$ cat config.mk
export PLATFORM = sky130hd
export DESIGN_NAME = lsb_two_bit_extract
export DESIGN_NICKNAME = d
export VERILOG_FILES = /design/src/rtl/lbe_pkg.sv /design/src/rtl/lbe_in_stage.sv /design/src/rtl/lbe_extract.sv /design/src/rtl/lbe_out_buf.sv /design/src/rtl/lsb_two_bit_extract.sv
export VERILOG_INCLUDE_DIRS = /design/src /design/src/rtl
export SDC_FILE = /design/constraint.sdc
export NUM_CORES = 1
export LEC_CHECK = 0
export BUFFER_PORTS_ARGS = -buffer_cell sky130_fd_sc_hd__clkbuf_2
export CORE_ASPECT_RATIO = 1.5
export CORE_MARGIN = 4
export CORE_UTILIZATION = 50
export CTS_BUF_LIST = sky130_fd_sc_hd__clkbuf_4 sky130_fd_sc_hd__clkbuf_8
export CTS_CLUSTER_SIZE = 40
export DETAILED_ROUTE_END_ITERATION = 7
export GPL_TIMING_DRIVEN = 1
export PLACE_DENSITY_LB_ADDON = 0.3
export RECOVER_POWER = 100
export REMOVE_ABC_BUFFERS = 1
export SLEW_MARGIN = 5
export SYNTH_ARGS = -nofsm -noshare
export SYNTH_HDL_FRONTEND = slang
export SYNTH_SLANG_ARGS = --single-unit
$ cat constraint.sdc
create_clock -name clk -period 4.99 [get_ports clk]
set_input_delay 0 -clock clk [delete_from_list [all_inputs] [get_ports clk]]
set_output_delay 0 -clock clk [all_outputs]
set_load 0.005 [all_outputs]
$ cat src/rtl/lsb_two_bit_extract_defines.svh
// Assertion macros shared by the lsb_two_bit_extract RTL.
`ifndef LSB_TWO_BIT_EXTRACT_DEFINES_SVH
`define LSB_TWO_BIT_EXTRACT_DEFINES_SVH

// Same-cycle implication, sampled on clk, off while rst_n is low.
`define LBE_ASSERT_NOW(label, ante, cons, msg) \
  label: assert property (@(posedge clk) disable iff (!rst_n) (ante) |-> (cons)) \
    else $error(msg);

// Next-cycle implication, sampled on clk, off while rst_n is low.
`define LBE_ASSERT_NEXT(label, ante, cons, msg) \
  label: assert property (@(posedge clk) disable iff (!rst_n) (ante) |=> (cons)) \
    else $error(msg);

`endif

$ cat src/rtl/lbe_pkg.sv
// Package: types and constants of the two-bit LSB extractor.
`timescale 1ns / 1ps
package lbe_pkg;

  localparam int unsigned CHAN_W = 8;
  localparam int unsigned LEN_W  = 32;
  localparam int unsigned PAYLOAD_W = 8;

  // header is 16 pairs, payload byte is 4 pairs
  localparam logic [4:0] HEADER_PAIRS    = 5'd16;
  localparam logic [4:0] HEADER_LAST_PC  = 5'd15;
  localparam logic [1:0] LAST_PAIR_IN_BYTE = 2'd3;

  // result_kind codes
  localparam logic KIND_HEADER  = 1'b0;
  localparam logic KIND_PAYLOAD = 1'b1;

  // result buffer: two entries
  localparam logic [1:0] OBUF_FULL = 2'd2;

  typedef struct packed {
    logic              start;
    logic [CHAN_W-1:0] chan;
  } item_t;

  typedef struct packed {
    logic                 kind;
    logic [PAYLOAD_W-1:0] payload;
    logic [LEN_W-1:0]     length;
    logic                 last;
  } res_t;

endpackage

$ cat src/rtl/lbe_in_stage.sv
// Input register stage: holds one accepted beat for the extractor.
`timescale 1ns / 1ps
module lbe_in_stage
  import lbe_pkg::*;
(
  input  logic              clk,
  input  logic              rst_n,
  input  logic              in_tvalid,
  output logic              in_tready,
  input  logic [CHAN_W-1:0] in_tdata,   // [7:0] channel_byte
  input  logic              in_tuser,   // [0] image_start
  input  logic              take_i,
  output logic              valid_o,
  output item_t             item_o
);

  logic  valid_r, valid_nxt;
  item_t item_r, item_nxt;

  assign in_tready = !valid_r || take_i;

  always_comb begin
    valid_nxt = valid_r;
    item_nxt  = item_r;
    if (in_tready) begin
      valid_nxt = in_tvalid;
      if (in_tvalid) begin
        item_nxt.start = in_tuser;
        item_nxt.chan  = in_tdata;
      end
    end
  end

  always_ff @(posedge clk) begin
    if (!rst_n) begin
      valid_r <= 1'b0;
    end else begin
      valid_r <= valid_nxt;
    end
  end

  always_ff @(posedge clk) begin
    item_r <= item_nxt;
  end

  assign valid_o = valid_r;
  assign item_o  = item_r;

endmodule

$ cat src/rtl/lbe_extract.sv
// Extraction state and result logic: header assembly, payload bytes, end detect.
`timescale 1ns / 1ps
`include "lsb_two_bit_extract_defines.svh"
module lbe_extract
  import lbe_pkg::*;
(
  input  logic  clk,
  input  logic  rst_n,
  input  logic  fire_i,
  input  item_t item_i,
  output logic  push_o,
  output res_t  res_o
);

  logic [4:0]       pair_count_r, pair_count_nxt;
  logic [LEN_W-1:0] header_shift_r, header_shift_nxt;
  logic [LEN_W-1:0] length_r, length_nxt;
  logic [5:0]       byte_shift_r, byte_shift_nxt;
  logic [1:0]       pair_in_byte_r, pair_in_byte_nxt;
  logic [LEN_W-1:0] bytes_done_r, bytes_done_nxt;
  logic             finished_r, finished_nxt;

  // state as seen after an image-start clear
  logic [4:0]       pc_e;
  logic [LEN_W-1:0] hs_e, len_e, bd_e;
  logic [5:0]       bs_e;
  logic [1:0]       pib_e;
  logic             fin_e;
  logic [1:0]       pair;

  assign pair = item_i.chan[1:0];

  always_comb begin
    pc_e  = item_i.start ? '0 : pair_count_r;
    hs_e  = item_i.start ? '0 : header_shift_r;
    len_e = item_i.start ? '0 : length_r;
    bs_e  = item_i.start ? '0 : byte_shift_r;
    pib_e = item_i.start ? '0 : pair_in_byte_r;
    bd_e  = item_i.start ? '0 : bytes_done_r;
    fin_e = item_i.start ? 1'b0 : finished_r;

    pair_count_nxt   = pair_count_r;
    header_shift_nxt = header_shift_r;
    length_nxt       = length_r;
    byte_shift_nxt   = byte_shift_r;
    pair_in_byte_nxt = pair_in_byte_r;
    bytes_done_nxt   = bytes_done_r;
    finished_nxt     = finished_r;

    push_o        = 1'b0;
    res_o.kind    = KIND_HEADER;
    res_o.payload = '0;
    res_o.length  = len_e;
    res_o.last    = 1'b0;

    if (fire_i) begin
      pair_count_nxt   = pc_e;
      header_shift_nxt = hs_e;
      length_nxt       = len_e;
      byte_shift_nxt   = bs_e;
      pair_in_byte_nxt = pib_e;
      bytes_done_nxt   = bd_e;
      finished_nxt     = fin_e;

      if (!fin_e) begin
        if (pc_e < HEADER_PAIRS) begin
          header_shift_nxt = {hs_e[LEN_W-3:0], pair};
          pair_count_nxt   = pc_e + 5'd1;
          if (pc_e == HEADER_LAST_PC) begin
            // header complete: announce length; zero length ends here
            length_nxt   = {hs_e[LEN_W-3:0], pair};
            finished_nxt = ({hs_e[LEN_W-3:0], pair} == '0);
            push_o       = 1'b1;
            res_o.kind   = KIND_HEADER;
            res_o.length = {hs_e[LEN_W-3:0], pair};
            res_o.last   = ({hs_e[LEN_W-3:0], pair} == '0);
          end
        end else if (pib_e != LAST_PAIR_IN_BYTE) begin
          byte_shift_nxt   = {bs_e[3:0], pair};
          pair_in_byte_nxt = pib_e + 2'd1;
        end else begin
          byte_shift_nxt   = '0;
          pair_in_byte_nxt = '0;
          bytes_done_nxt   = bd_e + 32'd1;
          finished_nxt     = ((bd_e + 32'd1) == len_e);
          push_o           = 1'b1;
          res_o.kind       = KIND_PAYLOAD;
          res_o.payload    = {bs_e, pair};
          res_o.last       = ((bd_e + 32'd1) == len_e);
        end
      end
    end
  end

  always_ff @(posedge clk) begin
    if (!rst_n) begin
      pair_count_r   <= '0;
      header_shift_r <= '0;
      length_r       <= '0;
      byte_shift_r   <= '0;
      pair_in_byte_r <= '0;
      bytes_done_r   <= '0;
      finished_r     <= 1'b0;
    end else begin
      pair_count_r   <= pair_count_nxt;
      header_shift_r <= header_shift_nxt;
      length_r       <= length_nxt;
      byte_shift_r   <= byte_shift_nxt;
      pair_in_byte_r <= pair_in_byte_nxt;
      bytes_done_r   <= bytes_done_nxt;
      finished_r     <= finished_nxt;
    end
  end

  `LBE_ASSERT_NOW(a_pc_range, 1'b1, pair_count_r <= HEADER_PAIRS, "header pair count overrun")
  `LBE_ASSERT_NOW(a_fin_after_hdr, finished_r, pair_count_r == HEADER_PAIRS, "finished before header done")
  `LBE_ASSERT_NOW(a_no_bytes_in_hdr, pair_count_r != HEADER_PAIRS, bytes_done_r == '0 && pair_in_byte_r == '0, "payload progress during header")
  `LBE_ASSERT_NEXT(a_idle_hold, !fire_i && !finished_r, !finished_r, "finished changed without a beat")

endmodule

$ cat src/rtl/lbe_out_buf.sv
// Two-entry result buffer driving the master-side stream.
`timescale 1ns / 1ps
`include "lsb_two_bit_extract_defines.svh"
module lbe_out_buf
  import lbe_pkg::*;
(
  input  logic                       clk,
  input  logic                       rst_n,
  input  logic                       push_i,
  input  res_t                       res_i,
  output logic                       full_o,
  output logic                       out_tvalid,
  input  logic                       out_tready,
  output logic [LEN_W+PAYLOAD_W-1:0] out_tdata,
  output logic                       out_tuser,
  output logic                       out_tlast
);

  res_t       ent_r [2];
  logic       wr_ptr_r, wr_ptr_nxt;
  logic       rd_ptr_r, rd_ptr_nxt;
  logic [1:0] count_r, count_nxt;
  logic       pop;
  res_t       head;

  assign full_o     = (count_r == OBUF_FULL);
  assign out_tvalid = (count_r != 2'd0);
  assign pop        = out_tvalid && out_tready;
  assign head       = ent_r[rd_ptr_r];

  always_comb begin
    wr_ptr_nxt = push_i ? !wr_ptr_r : wr_ptr_r;
    rd_ptr_nxt = pop ? !rd_ptr_r : rd_ptr_r;
    count_nxt  = count_r + {1'b0, push_i} - {1'b0, pop};
  end

  always_ff @(posedge clk) begin
    if (!rst_n) begin
      wr_ptr_r <= 1'b0;
      rd_ptr_r <= 1'b0;
      count_r  <= 2'd0;
    end else begin
      wr_ptr_r <= wr_ptr_nxt;
      rd_ptr_r <= rd_ptr_nxt;
      count_r  <= count_nxt;
    end
  end

  always_ff @(posedge clk) begin
    if (push_i) begin
      ent_r[wr_ptr_r] <= res_i;
    end
  end

  assign out_tdata = {head.length, head.payload};
  assign out_tuser = head.kind;
  assign out_tlast = head.last;

  `LBE_ASSERT_NOW(a_cnt_range, 1'b1, count_r <= OBUF_FULL, "result buffer count overrun")
  `LBE_ASSERT_NOW(a_no_push_full, push_i, !full_o, "result pushed into full buffer")
  `LBE_ASSERT_NEXT(a_cnt_track, push_i && !pop, count_r == $past(count_r) + 2'd1, "count missed a push")

endmodule

$ cat src/rtl/lsb_two_bit_extract.sv
// A held beat passes the extractor when the result buffer has room; its result is registered there for out_*.
// Throughput: one input beat per cycle; in_tready drops only when the input
//   register is full and the two-entry result buffer is full, even if the
//   held beat gives no result.
// Beats that give no result still pass through the extractor.
// Reset (rst_n low, synchronous) empties both stages and clears the extractor state.
`timescale 1ns / 1ps
module lsb_two_bit_extract
  import lbe_pkg::*;
(
  input  logic                       clk,
  input  logic                       rst_n,
  // slave side
  input  logic                       in_tvalid,
  output logic                       in_tready,
  input  logic [CHAN_W-1:0]          in_tdata,   // [7:0] channel_byte
  input  logic                       in_tuser,   // [0] image_start
  // master side
  output logic                       out_tvalid,
  input  logic                       out_tready,
  output logic [LEN_W+PAYLOAD_W-1:0] out_tdata,  // [7:0] payload_byte, [39:8] announced_length
  output logic                       out_tuser,  // [0] result_kind
  output logic                       out_tlast   // last_byte
);

  logic  s1_valid;
  item_t s1_item;
  logic  obuf_full;
  logic  fire;       // held beat moves through the extractor this cycle
  logic  push;
  res_t  res;

  // A beat only advances when the result buffer has room, whether or not
  // it produces a result.
  assign fire = s1_valid && !obuf_full;

  lbe_in_stage u_in (
    .clk       (clk),
    .rst_n     (rst_n),
    .in_tvalid (in_tvalid),
    .in_tready (in_tready),
    .in_tdata  (in_tdata),
    .in_tuser  (in_tuser),
    .take_i    (fire),
    .valid_o   (s1_valid),
    .item_o    (s1_item)
  );

  // header/payload state machine, one pair per beat
  lbe_extract u_ext (
    .clk    (clk),
    .rst_n  (rst_n),
    .fire_i (fire),
    .item_i (s1_item),
    .push_o (push),
    .res_o  (res)
  );

  lbe_out_buf u_obuf (
    .clk        (clk),
    .rst_n      (rst_n),
    .push_i     (push),
    .res_i      (res),
    .full_o     (obuf_full),
    .out_tvalid (out_tvalid),
    .out_tready (out_tready),
    .out_tdata  (out_tdata),
    .out_tuser  (out_tuser),
    .out_tlast  (out_tlast)
  );

endmodule

==> results_dict.tcl <==
set metrics [dict create \
    crit_required_ns 5.38 \
    combPwrFrac 0.060 \
    fp.dieW_um 124 \
    area_growth_pct 11.2 \
    slew_viol_final 77 \
    fillCellCount 1766 \
    wl_per_cell_um 19.6 \
    firstDrtPassIters 5 \
    synth-compound-area-share 0.143 \
    initialDrtViolationCount 611 \
    first_global_vias 7746 \
    period_minus_slack_ns 4.19 \
    cts_buffers 31 \
    synth_area_leaders "edfxtp_1 (26%), dfxtp_1 (23%), nand2_1 (5.4%)" \
    overflow 0 \
    ant_nets 0 \
    via_per_inst 5.93 \
    mostFrequentLayoutCells "nand2_1 (145), dfxtp_1 (114), edfxtp_1 (87)" \
    crit_type "flip-flop to flip-flop" \
    layout_commonest_cell "nand2_1" \
    cts_resized 0 \
    grtUsageTotal 0.238 \
    ys_warn_count 0 \
    seq_power_share 0.512 \
    synth_top_family_by_area "simple AND/OR/NAND/NOR gates" \
    portBuffers 50 \
    slew_headroom -0.845 \
    synth_edf_count 87 \
    clockPowerShare 0.428 \
    yosysTopAreaCell "edfxtp_1" \
    worst_pin_slew_ns 2.75 \
    antenna_cells 0 \
    wirelength_um 26700 \
    peakVddDrop_mv 0.229 \
    critPathMaxFanout 22 \
    antenna_found_initial 0 \
    die_y_um 181 \
    muxShareOfSynthArea 0.0523 \
    maxCapViolations 2 \
    initial_utilization 0.507 \
    synth.avg_cell_area_um2 9.62 \
    worstRegToRegCells 11 \
    clock_path_buffers 3 \
    cts-root-buf "clkbuf_8" \
    fmax_mhz 239 \
    nets 1096 \
    synthAdderAreaFrac 0.00624 \
    dieArea_mm2 0.0224 \
    post_synth_and_or_nand_nor_area_fraction 0.228 \
    skew_ns 0.0182 \
    vias 8083 \
    num_rows 63 \
    h-tree-depth 1 \
    path_clk_slew_ns 0.07 \
    switching_share 0.234 \
    core-area_mm2 0.0198 \
    hold_viol 0 \
    synthCells 1042 \
    hold_path_class "input port to flip-flop" \
    grt_max_degree 68 \
    io_pins 57 \
    crit_path_start_kind "flip-flop" \
    synth_xor_xnor_area_share 0.0489 \
    synthesis.area_mm2 0.0100 \
    cts_tree "done" \
    power.switching_uw 799 \
    synthArstFlopShare 0 \
    powerDensity_mw_per_mm2 306 \
    drive_above_1_share 0.150 \
    cts_sinks 201 \
    dp.cells 1300 \
    grt_pass1_wl_um 41700 \
    hold_depth 2 \
    p_leak_uw 0.00362 \
    rsz0062_at_grt "no" \
    clk_latency_ns 0.57 \
    status "finished, violations left" \
    crit_path_end_kind "flip-flop" \
    ys_ff_latch 201 \
    setup_violations 0 \
    finish.cell_count_without_fillers 1363 \
    yosysSeqAreaShare 0.488 \
    violations "capacitance limit, slew limit" \
    synth_flop_cell "dfxtp_1" \
    netlist.area_leader.share 0.261 \
    post-route-util 0.563 \
    gp_congestion 0.992 \
    internal-power_uw 2610 \
    hpwl_um 18500 \
    cp.arrival_ns 4.58 \
    finalCritPeriodShare 0.839 \
    ys_types 71 \
    drc 0 \
]
## cell type report
| cell class | instances | area [um2] | area share |
|---|---|---|---|
| timing repair buffer | 73 | 419 | 0.0376 |
| clock inverter | 16 | 138 | 0.0124 |
| multi-input combinational | 760 | 4790 | 0.430 |
| inverter | 11 | 41.3 | 0.00371 |
| clock buffer | 42 | 534 | 0.0479 |
| sequential | 201 | 4890 | 0.439 |
| tap | 260 | 325 | 0.0292 |
## critical path: stages, from the launching register on
cell      delay [ns]
edfxtp_1        0.67
clkbuf_1        0.51
nor2b_1         0.25
ha_1            0.29
nand3b_1        0.21
nor3_1          0.37
o21ai_0         0.20
or3_1           0.34
or4_1           0.47
nor4_1          0.29
a41oi_1         0.21
nor2_1          0.21
## worst paths after layout
kind                           end  slack [ns]                  start
max             u_obuf.ent_r[0][0]        0.80         u_in.item_o[8]
min reg2reg  u_ext.pair_count_r[3]        0.49  u_ext.pair_count_r[3]
max reg2reg     u_obuf.ent_r[0][0]        0.80         u_in.item_o[8]
min                 u_in.item_o[1]        0.15            in_tdata[1]
## cells in the mapped netlist (all sizes together), types with 26 or more instances
library cell,instances
mux2,43
o21ai,37
nand3,33
xnor2,34
clkbuf,48
nor4,26
nor2,65
a21oi,66
a21boi,33
nor2b,42
dfxtp,114
nand2,145
a22oi,37
edfxtp,87
## metrics by stage
step	total power, uW	TNS [ns]	hold slack, ns	worst slack (ns)	cell area (um2)
CTS	3450	0	0.138	1.19	11200
floorplan	1890	-0.646	0.0989	-0.0465	9730
detailed placement	1990	0	0.190	1.22	10500
finish	3410	0	0.152	0.805	11100
global placement	1990	0	0.190	1.30	10500
global route	3530	0	0.134	0.658	11100
## layer usage
metal  global-route usage  part of all wire
met1                0.282              0.40
met2                0.422              0.52
met3               0.0309             0.049
met4                0.104             0.040
met5                    0                 0
## flip-flops by register name (all words and copies together), names as in the netlist, named ones only
register	cells
u_obuf.ent_r	84
u_ext.bytes_done_r	32
u_ext.length_r	32
u_ext.header_shift_r	30
u_ext.byte_shift_r	6
u_ext.pair_count_r	5
u_in.item_o	3
u_ext.pair_in_byte_r	2
u_obuf.count_r	2
u_ext.finished_r	1
u_in.valid_o	1
u_obuf.rd_ptr_r	1
u_obuf.wr_ptr_r	1
## power by group through the flow
stage          combinational, uW  clock, uW  sequential [uW]
2_1_floorplan                116          0             1780
5_1_grt                      222       1560             1750
6_report                     205       1460             1750
3_5_place_dp                 206          0             1780
3_3_place_gp                 205          0             1780
4_1_cts                      210       1490             1750
## cells by family (layout without fill, tap and decap cells)
kind of cell / count (synthesis) / in the layout
AOI/OAI and AO/OA: 221 / 221
xor gates and xnor gates: 56 / 56
adders and majority gates: 5 / 5
buffers and inverters: 81 / 142
DFF: 201 / 201
muxes: 47 / 47
and+or+nand+nor: 431 / 431
## what timing repair did
| action | 4_1_cts | 5_1_grt |
|---|---|---|
| buffers inserted | 0 | 0 |
| hold endpoints to repair | 9 | 0 |
| hold buffers | 5 | 0 |
No activity file was read; power rests on OpenSTA's default activity.
